File: src/design/kmds_pkg.sv
// shared types, constants and helpers of the key matrix scanner
// no dependencies
package kmds_pkg;

    localparam int MAX_ROWS      = 8;
    localparam int MAX_COLUMNS   = 16;
    localparam int HISTORY_DEPTH = 8;
    localparam int SENSE_BITS    = 8;

    // rows that can actually be sensed
    localparam int MASK_W    = (MAX_ROWS < SENSE_BITS) ? MAX_ROWS : SENSE_BITS;
    localparam int ROW_IDX_W = (MASK_W > 1) ? $clog2(MASK_W) : 1;
    localparam int ROWS_W    = $clog2(MASK_W + 1);
    localparam int COL_W     = (MAX_COLUMNS > 1) ? $clog2(MAX_COLUMNS) : 1;
    localparam int COLS_W    = $clog2(MAX_COLUMNS + 1);
    localparam int SLOT_W    = $clog2(HISTORY_DEPTH);

    localparam int KIND_W        = 2;
    localparam int SCANCODE_W    = 7;
    localparam int NEXT_COL_W    = 4;
    localparam int ROWS_CFG_W    = 4;
    localparam int COLS_CFG_W    = 5;
    localparam int CFG_INDEX_W   = 2;
    localparam int CFG_DATA_W    = 5;
    localparam int PROD_W        = COL_W + ROWS_W;

    typedef enum logic [KIND_W-1:0] {
        KIND_PRESS   = 2'd0,
        KIND_RELEASE = 2'd1,
        KIND_END     = 2'd2
    } kind_t;

    typedef enum logic [CFG_INDEX_W-1:0] {
        CFG_ROWS_USED    = 2'd0,
        CFG_COLUMNS_USED = 2'd1
    } cfg_index_t;

    // one evaluated tick waiting to be sent out
    typedef struct packed {
        logic [MASK_W-1:0]     press;
        logic [MASK_W-1:0]     rel;
        logic [SCANCODE_W-1:0] base;
        logic [NEXT_COL_W-1:0] next_col;
    } job_t;

    function automatic logic [MASK_W-1:0] row_mask(input logic [ROWS_W-1:0] rows);
        logic [MASK_W-1:0] m;
        for (int i = 0; i < MASK_W; i++)
        begin
            m[i] = (ROWS_W'(i) < rows);
        end
        return m;
    endfunction

    function automatic logic [ROW_IDX_W-1:0] lowest_index(input logic [MASK_W-1:0] v);
        logic [ROW_IDX_W-1:0] idx;
        idx = '0;
        for (int i = MASK_W - 1; i >= 0; i--)
        begin
            if (v[i])
            begin
                idx = ROW_IDX_W'(i);
            end
        end
        return idx;
    endfunction

endpackage

File: src/design/key_matrix_debounce_scanner_core.sv
// Debounced key matrix scanner, one scan tick per input item.
// In: row_sense is the sampled row lines of the column now driven, taken
//   when in_valid is high and in_stall is low.
// Out: for each tick, press items in row order, then release items in
//   row order, then one end item (kind 2, last 1) carrying next_column,
//   the column to drive for the following tick. Scancode is
//   column * rows_used + row, with rows_used capped at 8. An item is taken
//   when out_valid is high and out_stall is low.
// Config: cfg_index 0 writes rows_used, 1 writes columns_used; cfg_ready
//   is always high. Write only while no tick is in flight.
// Pipeline: a tick's input is registered, then loaded into the serializer's
//   job register, whose first item goes to the output register. A tick with
//   n events yields n + 1 output items, at most 9; the next tick is evaluated
//   in the cycle its predecessor's end item is issued, so ticks follow without
//   gaps. The event serializer sets the rate.
// Reset: all histories and key states clear, scanning starts at column 0,
//   rows_used 8 and columns_used 16. While the output is stalled the held
//   result stays and at most one more tick is held at the input.
// Depends on kmds_pkg, kmds_scan_state and kmds_event_serializer.
module key_matrix_debounce_scanner_core
    import kmds_pkg::*;
(
    input  logic                   clk,
    input  logic                   rst_n,
    input  logic                   in_valid,
    output logic                   in_stall,
    input  logic [SENSE_BITS-1:0]  row_sense,
    output logic                   out_valid,
    input  logic                   out_stall,
    output logic [KIND_W-1:0]      kind,
    output logic [SCANCODE_W-1:0]  scancode,
    output logic [NEXT_COL_W-1:0]  next_column,
    output logic                   last,
    input  logic                   cfg_valid,
    output logic                   cfg_ready,
    input  logic [CFG_INDEX_W-1:0] cfg_index,
    input  logic [CFG_DATA_W-1:0]  cfg_data
);

    logic [ROWS_CFG_W-1:0] rows_used_reg;
    logic [COLS_CFG_W-1:0] columns_used_reg;
    logic                  in_valid_reg;
    logic [MASK_W-1:0]     sense_reg;

    logic [ROWS_W-1:0]     rows_eff;
    logic [COLS_W-1:0]     cols_eff;
    logic                  job_ready;
    logic                  take;
    job_t                  job;

    assign cfg_ready = 1'b1;
    assign take      = in_valid_reg && job_ready;
    assign in_stall  = in_valid_reg && !job_ready;

    always_comb
    begin
        rows_eff = (rows_used_reg > ROWS_CFG_W'(MASK_W)) ? ROWS_W'(MASK_W)
                                                        : ROWS_W'(rows_used_reg);
        if (columns_used_reg > COLS_CFG_W'(MAX_COLUMNS))
        begin
            cols_eff = COLS_W'(MAX_COLUMNS);
        end
        else if (columns_used_reg == '0)
        begin
            cols_eff = COLS_W'(1);
        end
        else
        begin
            cols_eff = COLS_W'(columns_used_reg);
        end
    end

    always_ff @(posedge clk or negedge rst_n)
    begin
        if (!rst_n)
        begin
            rows_used_reg    <= ROWS_CFG_W'(8);
            columns_used_reg <= COLS_CFG_W'(16);
        end
        else if (cfg_valid && cfg_ready)
        begin
            case (cfg_index)
                CFG_ROWS_USED:    rows_used_reg    <= cfg_data[ROWS_CFG_W-1:0];
                CFG_COLUMNS_USED: columns_used_reg <= cfg_data[COLS_CFG_W-1:0];
                default:          ;
            endcase
        end
    end

    always_ff @(posedge clk or negedge rst_n)
    begin
        if (!rst_n)
        begin
            in_valid_reg <= 1'b0;
        end
        else if (in_valid && !in_stall)
        begin
            in_valid_reg <= 1'b1;
        end
        else if (take)
        begin
            in_valid_reg <= 1'b0;
        end
    end

    always_ff @(posedge clk)
    begin
        if (in_valid && !in_stall)
        begin
            sense_reg <= row_sense[MASK_W-1:0];
        end
    end

    kmds_scan_state u_state (
        .clk      (clk),
        .rst_n    (rst_n),
        .take     (take),
        .sense    (sense_reg),
        .rows_eff (rows_eff),
        .cols_eff (cols_eff),
        .job      (job)
    );

    kmds_event_serializer u_ser (
        .clk         (clk),
        .rst_n       (rst_n),
        .load        (take),
        .job_in      (job),
        .job_ready   (job_ready),
        .out_valid   (out_valid),
        .out_stall   (out_stall),
        .kind        (kind),
        .scancode    (scancode),
        .next_column (next_column),
        .last        (last)
    );

endmodule

File: src/design/kmds_scan_state.sv
// per-column sample history, key state and scan position; evaluates one tick
// depends on kmds_pkg
module kmds_scan_state
    import kmds_pkg::*;
(
    input  logic              clk,
    input  logic              rst_n,
    input  logic              take,
    input  logic [MASK_W-1:0] sense,
    input  logic [ROWS_W-1:0] rows_eff,
    input  logic [COLS_W-1:0] cols_eff,
    output job_t              job
);

    // all slots of one column sit in one word, read as a whole per tick
    logic [HISTORY_DEPTH-1:0][MASK_W-1:0] hist_reg [MAX_COLUMNS];
    logic [MASK_W-1:0] key_down_reg [MAX_COLUMNS];
    logic [COL_W-1:0]  col_reg;
    logic [SLOT_W-1:0] slot_reg;

    logic [MASK_W-1:0] mask;
    logic [MASK_W-1:0] sample;
    logic [MASK_W-1:0] all_high;
    logic [MASK_W-1:0] any_high;
    logic [MASK_W-1:0] kd;
    logic [MASK_W-1:0] pressed;
    logic [MASK_W-1:0] released;
    logic [COLS_W-1:0] col_plus;
    logic              wrap;
    logic [COL_W-1:0]  col_next;
    logic [SLOT_W-1:0] slot_next;
    logic [PROD_W-1:0] prod;

    always_comb
    begin
        mask     = row_mask(rows_eff);
        sample   = sense & mask;
        kd       = key_down_reg[col_reg];
        all_high = mask;
        any_high = '0;
        // the slot being written counts with its new sample
        for (int i = 0; i < HISTORY_DEPTH; i++)
        begin
            if (SLOT_W'(i) == slot_reg)
            begin
                all_high = all_high & sample;
                any_high = any_high | sample;
            end
            else
            begin
                all_high = all_high & hist_reg[col_reg][i];
                any_high = any_high | hist_reg[col_reg][i];
            end
        end
        pressed  = all_high & ~kd;
        released = ~any_high & kd;

        col_plus = {{(COLS_W-COL_W){1'b0}}, col_reg} + COLS_W'(1);
        wrap     = (col_plus >= cols_eff);
        col_next = wrap ? '0 : col_plus[COL_W-1:0];
        if (wrap)
        begin
            slot_next = (slot_reg == SLOT_W'(HISTORY_DEPTH - 1)) ? '0 : slot_reg + SLOT_W'(1);
        end
        else
        begin
            slot_next = slot_reg;
        end

        prod = {{ROWS_W{1'b0}}, col_reg} * {{COL_W{1'b0}}, rows_eff};

        job.press    = pressed;
        // a key beyond the row mask is cleared silently
        job.rel      = released & mask;
        job.base     = prod[SCANCODE_W-1:0];
        job.next_col = NEXT_COL_W'(col_next);
    end

    always_ff @(posedge clk or negedge rst_n)
    begin
        if (!rst_n)
        begin
            for (int c = 0; c < MAX_COLUMNS; c++)
            begin
                key_down_reg[c] <= '0;
                hist_reg[c]     <= '0;
            end
            col_reg  <= '0;
            slot_reg <= '0;
        end
        else if (take)
        begin
            hist_reg[col_reg][slot_reg] <= sample;
            key_down_reg[col_reg]       <= (kd | pressed) & ~released;
            col_reg                     <= col_next;
            slot_reg                    <= slot_next;
        end
    end

endmodule

File: src/design/kmds_event_serializer.sv
// holds one evaluated tick, sends events then end item, one per unstalled cycle
// depends on kmds_pkg
module kmds_event_serializer
    import kmds_pkg::*;
(
    input  logic                  clk,
    input  logic                  rst_n,
    input  logic                  load,
    input  job_t                  job_in,
    output logic                  job_ready,
    output logic                  out_valid,
    input  logic                  out_stall,
    output logic [KIND_W-1:0]     kind,
    output logic [SCANCODE_W-1:0] scancode,
    output logic [NEXT_COL_W-1:0] next_column,
    output logic                  last
);

    job_t                  job_reg;
    logic                  job_valid_reg;
    logic                  out_valid_reg;
    logic [KIND_W-1:0]     kind_reg;
    logic [SCANCODE_W-1:0] scancode_reg;
    logic [NEXT_COL_W-1:0] next_column_reg;
    logic                  last_reg;

    logic                  out_free;
    logic                  emit;
    logic                  done;
    kind_t                 kind_sel;
    logic [MASK_W-1:0]     sel;
    logic [ROW_IDX_W-1:0]  idx;
    logic [SCANCODE_W-1:0] code;

    always_comb
    begin
        out_free = !out_valid_reg || !out_stall;
        emit     = job_valid_reg && out_free;
        if (job_reg.press != '0)
        begin
            kind_sel = KIND_PRESS;
            sel      = job_reg.press;
        end
        else if (job_reg.rel != '0)
        begin
            kind_sel = KIND_RELEASE;
            sel      = job_reg.rel;
        end
        else
        begin
            kind_sel = KIND_END;
            sel      = '0;
        end
        idx       = lowest_index(sel);
        code      = job_reg.base + SCANCODE_W'(idx);
        done      = emit && (kind_sel == KIND_END);
        job_ready = !job_valid_reg || done;
    end

    always_ff @(posedge clk or negedge rst_n)
    begin
        if (!rst_n)
        begin
            job_valid_reg <= 1'b0;
        end
        else if (load)
        begin
            job_valid_reg <= 1'b1;
        end
        else if (done)
        begin
            job_valid_reg <= 1'b0;
        end
    end

    always_ff @(posedge clk)
    begin
        if (load)
        begin
            job_reg <= job_in;
        end
        else if (emit)
        begin
            // drop the event just sent
            if (kind_sel == KIND_PRESS)
            begin
                job_reg.press <= job_reg.press & (job_reg.press - MASK_W'(1));
            end
            else if (kind_sel == KIND_RELEASE)
            begin
                job_reg.rel <= job_reg.rel & (job_reg.rel - MASK_W'(1));
            end
        end
    end

    always_ff @(posedge clk or negedge rst_n)
    begin
        if (!rst_n)
        begin
            out_valid_reg <= 1'b0;
        end
        else if (emit)
        begin
            out_valid_reg <= 1'b1;
        end
        else if (!out_stall)
        begin
            out_valid_reg <= 1'b0;
        end
    end

    always_ff @(posedge clk)
    begin
        if (emit)
        begin
            kind_reg        <= kind_sel;
            scancode_reg    <= (kind_sel == KIND_END) ? '0 : code;
            next_column_reg <= (kind_sel == KIND_END) ? job_reg.next_col : '0;
            last_reg        <= (kind_sel == KIND_END);
        end
    end

    assign out_valid   = out_valid_reg;
    assign kind        = kind_reg;
    assign scancode    = scancode_reg;
    assign next_column = next_column_reg;
    assign last        = last_reg;

endmodule

File: config.mk
export PLATFORM = sky130hd
export DESIGN_NAME = key_matrix_debounce_scanner_core
export DESIGN_NICKNAME = d
export VERILOG_FILES = /design/src/design/kmds_pkg.sv /design/src/design/key_matrix_debounce_scanner_core.sv /design/src/design/kmds_scan_state.sv /design/src/design/kmds_event_serializer.sv
export SDC_FILE = /design/constraint.sdc
export NUM_CORES = 2
export LEC_CHECK = 0
export BUFFER_PORTS_ARGS = -buffer_cell sky130_fd_sc_hd__buf_2
export CAP_MARGIN = 20
export CORE_UTILIZATION = 36
export CTS_CLUSTER_DIAMETER = 150
export DETAILED_ROUTE_END_ITERATION = 16
export PLACE_DENSITY = 0.57
export SYNTH_ARGS = -nofsm -noshare
export SYNTH_HDL_FRONTEND = slang
export SYNTH_SLANG_ARGS = --single-unit
File: constraint.sdc
create_clock -name clk -period 5.1 [get_ports clk]
set_input_delay 0.51 -clock clk [delete_from_list [all_inputs] [get_ports clk]]
set_output_delay 0.51 -clock clk [all_outputs]
set_load 0.01 [all_outputs]
### Word-level counts from Yosys, hierarchy flattened

Index checks and enable logic that the tools add are counted.

* add/subtract/negate cells: 5
* multipliers: 1
* $lt $le $gt $ge: 15
* equality and inequality tests: 13
* mux-type cells: 58
* bitwise gates (word level): 42
* reduce and logical (&&, ||, !) cells: 30

Operators with widths (number)
* bitwise mux 1024 bit: 1
* binary-select mux 64 bit (select 4 bit): 1
* demux 64 bit (select 4 bit): 1
* 2-to-1 mux 8 bit: 25
* 2-to-1 mux 64 bit: 3
* AND 8 bit: 23
* bitwise mux 128 bit: 1
* OR 8 bit: 15
* binary-select mux 8 bit (select 4 bit): 1
* demux 8 bit (select 4 bit): 1
* 2-to-1 mux 16 bit: 2
* 2-to-1 mux 3 bit: 9
* demux 8 bit (select 3 bit): 1
* NOT 8 bit: 3
* < comparator 3 x 4 -> 1 bit, first input constant: 4
* nonzero test 8 bit: 2
* subtractor 8 x 1 -> 8 bit, second input constant: 2
* == test 3 bit, first input constant: 4
* 2-to-1 mux 5 bit: 2
* nonzero test 2 bit: 5
* < comparator 1 x 4 -> 1 bit, first input constant: 2
* < comparator 2 x 4 -> 1 bit, first input constant: 2
* 2-to-1 mux 4 bit: 2
* AND reduction 2 bit: 4
* 28 further kinds: 48

* bits in registers: 1220
* input port bits: 20
* output and inout bits: 17
* word-level logic and storage cells: 324

### Longest topological paths before layout

* depth in word-level cells: 24
* mapped depth: 15
* gate-level depth less buffers: 14

### Modules after synthesis

Synthesis repeated with hierarchy kept, for this count alone.

* cells, all modules: 5408
* area total of the unflattened synthesis: 56377.8 µm²

By module, submodules not included
* kmds_scan_state: instances 1, cells each 5188, area an instance 53576.4 µm², seq. area each 29002.8 µm²
* kmds_event_serializer: instances 1, cells each 173, area an instance 2068.2 µm², seq. area each 1251.2 µm²
* key_matrix_debounce_scanner_core: instances 1, cells each 47, area an instance 733.2 µm², seq. area each 493.0 µm²

### Least setup slack after synthesis

No wires, ideal clock.

* path type: register to register
* from: reg u_state.col_reg[0]
* to: reg u_ser.job_reg[10] (netlist bit), data pin
* library setup time: 0.259 ns
* arrival: 3.228 ns
* data required time: 4.841 ns
* setup slack: 1.612 ns
* cell stages (with the launch flop): 15
* buffers on the path: 6
* period minus slack after synthesis: 3.488 ns
* path through: dfrtp_1 > buf_6 > buf_12 > buf_12 > buf_8 > buf_8 > buf_2 > nand2_1 > fa_1 > fa_1 > inv_1 > fa_1 > a21o_1 > a21oi_1 > xnor2_1

RTL lines
* from (decl): RTL line kmds_scan_state.sv:18 `logic [COL_W-1:0] col_reg;`
* from (signal assigned): RTL line kmds_scan_state.sv:95 `col_reg <= col_next;`
* to (signal assigned): RTL line kmds_event_serializer.sv:80 `job_reg <= job_in;`
* to (decl): RTL line kmds_event_serializer.sv:19 `job_t job_reg;`

### Final worst setup path

* from: reg u_state.col_reg[0]
* to: reg u_state.key_down_reg[75] (netlist bit)

* longest elaborated chain between the ends: 24
* elaborated cells on any way between the ends: 65

Ends and longest elaborated chain
* NOT 4 -> 5 bit (*)
* binary-select mux 64 bit (select 4 bit): RTL line kmds_scan_state.sv:51, kmds_scan_state.sv:52
* 2-to-1 mux 64 bit (not written as such) (2 in a row): RTL line kmds_scan_state.sv:51, kmds_scan_state.sv:52
* AND 8 bit / 2-to-1 mux 8 bit (equally long branches): RTL line kmds_scan_state.sv:51, kmds_scan_state.sv:44
* 2-to-1 mux 8 bit (tied with other cells): RTL line kmds_scan_state.sv:44 `if (SLOT_W'(i) == slot_reg)`
* AND 8 bit (tied with other cells): RTL line kmds_scan_state.sv:51 `all_high = all_high & hist_reg[col_reg][i];`
* 2-to-1 mux 8 bit (tied with other cells): RTL line kmds_scan_state.sv:44
* AND 8 bit (tied with other cells): RTL line kmds_scan_state.sv:51
* [7 not listed]
* AND 8 bit (tied with other cells): RTL line kmds_scan_state.sv:51
* 2-to-1 mux 8 bit (tied with other cells): RTL line kmds_scan_state.sv:44
* AND 8 bit (tied with other cells): RTL line kmds_scan_state.sv:51
* 2-to-1 mux 8 bit / NOT 8 bit (equally long branches): RTL line kmds_scan_state.sv:44, kmds_scan_state.sv:56
* AND 8 bit, on equally long branches: RTL line kmds_scan_state.sv:55, kmds_scan_state.sv:56
* OR 8 bit / NOT 8 bit (equally long branches): RTL line kmds_scan_state.sv:94 `key_down_reg[col_reg] <= (kd | pressed) & ~released;`
* AND 8 bit: RTL line kmds_scan_state.sv:94
* bitwise mux 128 bit (*): RTL line kmds_scan_state.sv:94
* to (signal, indexed assignment): RTL line kmds_scan_state.sv:94
* to (decl): RTL line kmds_scan_state.sv:17 `logic [MASK_W-1:0] key_down_reg [MAX_COLUMNS];`

Mark *: on every way between the ends. The rest lies on a longest branch, timed or not. The select of a mux whose other input is x is not followed.
A chain may end at the register's enable or synchronous reset.

==> flow_metrics.env <==
export IMPL_status="finished, final reports clean"
export IMPL_core_area_um2=152400
export IMPL_start_kind="flip-flop"
export IMPL_slew_violations=0
export IMPL_gp_congestion=0.9758
export IMPL_drt_initial_drc_count=3874
export IMPL_hold_violations=0
export IMPL_finClkSkew_ns=0.03550
export IMPL_ir_drop_mv=0.2839
export IMPL_syn_nets=5179
export IMPL_intPower_w=0.01657
export IMPL_ys_warn_count=0
export IMPL_grt_overflow_total=0
export IMPL_via_per_inst=5.527
export IMPL_combPwrFrac=0.125
export IMPL_antenna_found_initial=4
export IMPL_rr_worst_depth=10
export IMPL_period_share=0.9033
export IMPL_synth_compound_area_frac=0.1423
export IMPL_cpPeakStageDelay_ns=1.00
export IMPL_cp_slowest_cell="dfrtp_4"
export IMPL_drive_gt1_frac=0.1667
export IMPL_crit_path_cell_trace="buf_12 -> buf_12 -> mux2i_1 -> o221ai_1 -> a221o_1 -> a222oi_1 -> nand4_1 -> a22oi_2 -> buf_4 -> a21oi_1"
export IMPL_largest_reg_flops=1024
export IMPL_rsz0062_at_grt="no"
export IMPL_start_util=0.3638
export IMPL_portBuffers=35
export IMPL_rr_endpoint="u_state.key_down_reg[75]"
export IMPL_clk_pin_slew_ns=0.06
export IMPL_avgRoutedWirePerCell_um=24.29
export IMPL_cts_buffer_depth=3
export IMPL_numCtsBuffers=135
export IMPL_grt_pass1_wl_um=265300
export IMPL_die_h_um=394.5
export IMPL_route_detailed_drc=0
export IMPL_path_class="flip-flop to flip-flop"
export IMPL_startpoint="u_state.col_reg[0]"
export IMPL_r2r_slack_ns=0.49
export IMPL_cp_num_buf_inv=3
export IMPL_num_vias=39890
export IMPL_synth_edff_count=48
export IMPL_cts_tree="built"
export IMPL_ys_ff_latch=1219
export IMPL_synthCells=5126
export IMPL_synth_simple_area_share=0.1168
export IMPL_cts_resized=0
export IMPL_ctsHoldBuffers=15
export IMPL_synth_avg_cell_area_um2=10.82
export IMPL_endpoint="u_state.key_down_reg[75]"
export IMPL_final_antenna_net_count=0
export IMPL_grt_pass1_vias=39080
export IMPL_crit_path_end_kind="flip-flop"
export IMPL_muxShareOfSynthArea=0.1381
export IMPL_powerDensity_nw_per_um2=363.6
export IMPL_yosysTopAreaCellShare=0.5274
export IMPL_post_cts_buffers=0
export IMPL_netlist_cell_type_count=100
export IMPL_cts_max_level=4
export IMPL_synth_xor_area_frac=0.001579
export IMPL_clk_latency_ns=0.79
export IMPL_critical_path_top_delay_family="compound AO/OA/AOI/OAI gates"
export IMPL_worstPathArrival_ns=5.23
export IMPL_crit_path_frequent_cell="buf_12"
export IMPL_synth_area_leaders="dfrtp_1 53%, o21ai_0 9.5%, nand2_1 8.5%"
export IMPL_maxCapViolations=0
export IMPL_finalSetupViolations=0
export IMPL_synth_flop_cell="dfrtp_1"
export IMPL_firstDrtPassIters=6
export IMPL_slew_headroom=0.2434
export IMPL_finalCriticalPeriod_ns=4.607
export IMPL_yosys_area_top_type="dfrtp_1"
export IMPL_fp_row_count=143
export IMPL_layout_nets=5137
export IMPL_rr_startpoint="u_state.col_reg[0]"
export IMPL_hpwlAfterDp_um=116200
export IMPL_holdCritPathClass="primary input to flip-flop"
export IMPL_required_ns=5.73
export IMPL_synth_top_family_by_area="compound AO/OA/AOI/OAI gates"
export IMPL_power_clock_fraction=0.438
export IMPL_syn_to_final_growth_pct=13.06
export IMPL_async_flop_share=0.9606
export IMPL_pwr_share_seq=0.437
export IMPL_sw_frac_of_total=0.2734
export IMPL_cp_num_cells=10
export IMPL_grt_max_degree=153
export IMPL_syn_area_um2=55460
export IMPL_die_w_um=394.5
export IMPL_synth_adder_area_share=0.008121
export IMPL_utilization=0.4113
export IMPL_track_usage=0.2269
export IMPL_p_leak_nw=26.99
export IMPL_tns_ns=0
export IMPL_wl_um=175300
export IMPL_dieArea_um2=155600
export IMPL_worstMarginPinSlew_ns=1.126
export IMPL_ios=37
export IMPL_ys_seq_area_frac=0.5544
export IMPL_switchingPower_w=0.006234
export IMPL_fmax_mhz=217.1
export IMPL_cp_max_fo=29
export IMPL_clock_sinks=1219
export IMPL_cts_root_buf="clkbuf_16"
cells by family (layout without fill, tap and decap cells):
family	count (synthesis)	count (layout)
AO/OA/AOI/OAI	1382	1382
XOR/XNOR	10	10
adder cells (fa/ha/maj)	33	33
buffers and inverters	451	509
flip-flops	1219	1219
multiplexers	479	479
other	1	3
AND/OR/NAND/NOR	1551	1551
metal layers:
layer / wire length, um / track usage
met5: 32 / 0
met4: 7291 / 0.09254
met3: 12120 / 0.04261
met2: 78270 / 0.3434
met1: 77550 / 0.3203
tightest hold or removal path, cell delays in order:
cell	delay, ns
buf_2	0.08
nand2_1	0.14
nand2b_1	0.11
layout by cell type (no fill, tap or decap), types with 15 or more instances in the layout:
cell and instances:
a21oi_1 60, a221oi_1 32, a22oi_1 51, and2_1 33, buf_12 24, buf_2 34
buf_4 169, clkbuf_1 23, clkbuf_16 138, clkbuf_8 25, clkinv_2 25, dfrtp_1 1165
dlygate4sd3_1 15, edfxtp_1 48, ha_1 28, inv_1 27, mux2_2 150, mux2i_1 110
mux4_2 207, nand2_1 1258, nand3_1 20, nor2_1 95, nor2b_1 15, nor3_1 15
o211ai_1 15, o21ai_0 1052, o22ai_1 19
power by group through the flow:
stage               combinational, W  sequential (W)  clock (W)
detailed placement           0.00282          0.0101          0
floorplan                    0.00175          0.0100          0
global route                 0.00301         0.00996     0.0105
finish                       0.00285         0.00996     0.0100
CTS                          0.00284         0.00995     0.0102
global placement             0.00281          0.0101          0
layout make-up:
type | count | area [um2]
Antenna cell | 2 | 5.005
Tap cell | 2030 | 2540
Clock buffer | 186 | 3884
Sequential cell | 1219 | 30760
Clock inverter | 51 | 640.6
Inverter | 29 | 108.9
Timing Repair Buffer | 243 | 2085
Fill cell | 14610 | 89730
Multi-Input combinational cell | 3456 | 22680
synthesized netlist by cell type, drive strengths merged (9+ instances only):
cell    number
nor2        97
ha          28
nand4       13
a21o        10
dfrtp     1169
nand2     1263
nand2b      10
a211oi      13
nand3       20
a22oi       54
inv         27
o22ai       20
clkbuf     293
mux2i      110
mux2       157
nand3b       9
and2        34
nor4        14
nor3        17
o211ai      15
a221oi      35
edfxtp      48
o221ai      13
nor2b       17
a21oi       60
a32o        14
a31oi       19
and4b       16
mux4       212
o21ai     1058
buf        129
metrics by stage:
stage / worst slack, ns / cells / total power [W] / hold slack (ns) / area [um2]
finish: 0.4930 / 7216 / 0.02280 / 0.09874 / 62710
global placement: 0.6320 / 6959 / 0.01293 / 0.4546 / 57990
CTS: 0.5506 / 7212 / 0.02296 / 0.06853 / 62690
global route: 0.4925 / 7214 / 0.02351 / 0.1298 / 62700
floorplan: 1.612 / 5126 / 0.01175 / 0.2144 / 55460
detailed placement: 0.5859 / 6960 / 0.01295 / 0.4646 / 58010
worst min-delay path by stage:
stage	start	to	slack, ns	cells after the start
after detailed placement	u_state.hist_reg[819]	u_state.hist_reg[819]	0.46	2
after CTS	out_stall	u_ser.out_valid	0.07	3
after global placement	u_state.hist_reg[527]	u_state.hist_reg[527]	0.45	2
after global routing	out_stall	u_ser.out_valid	0.13	3
after floorplan	rst_n	columns_used_reg[0]	0.21	0
final	out_stall	u_ser.out_valid	0.1	3
Power figures use the tool's default switching activity.
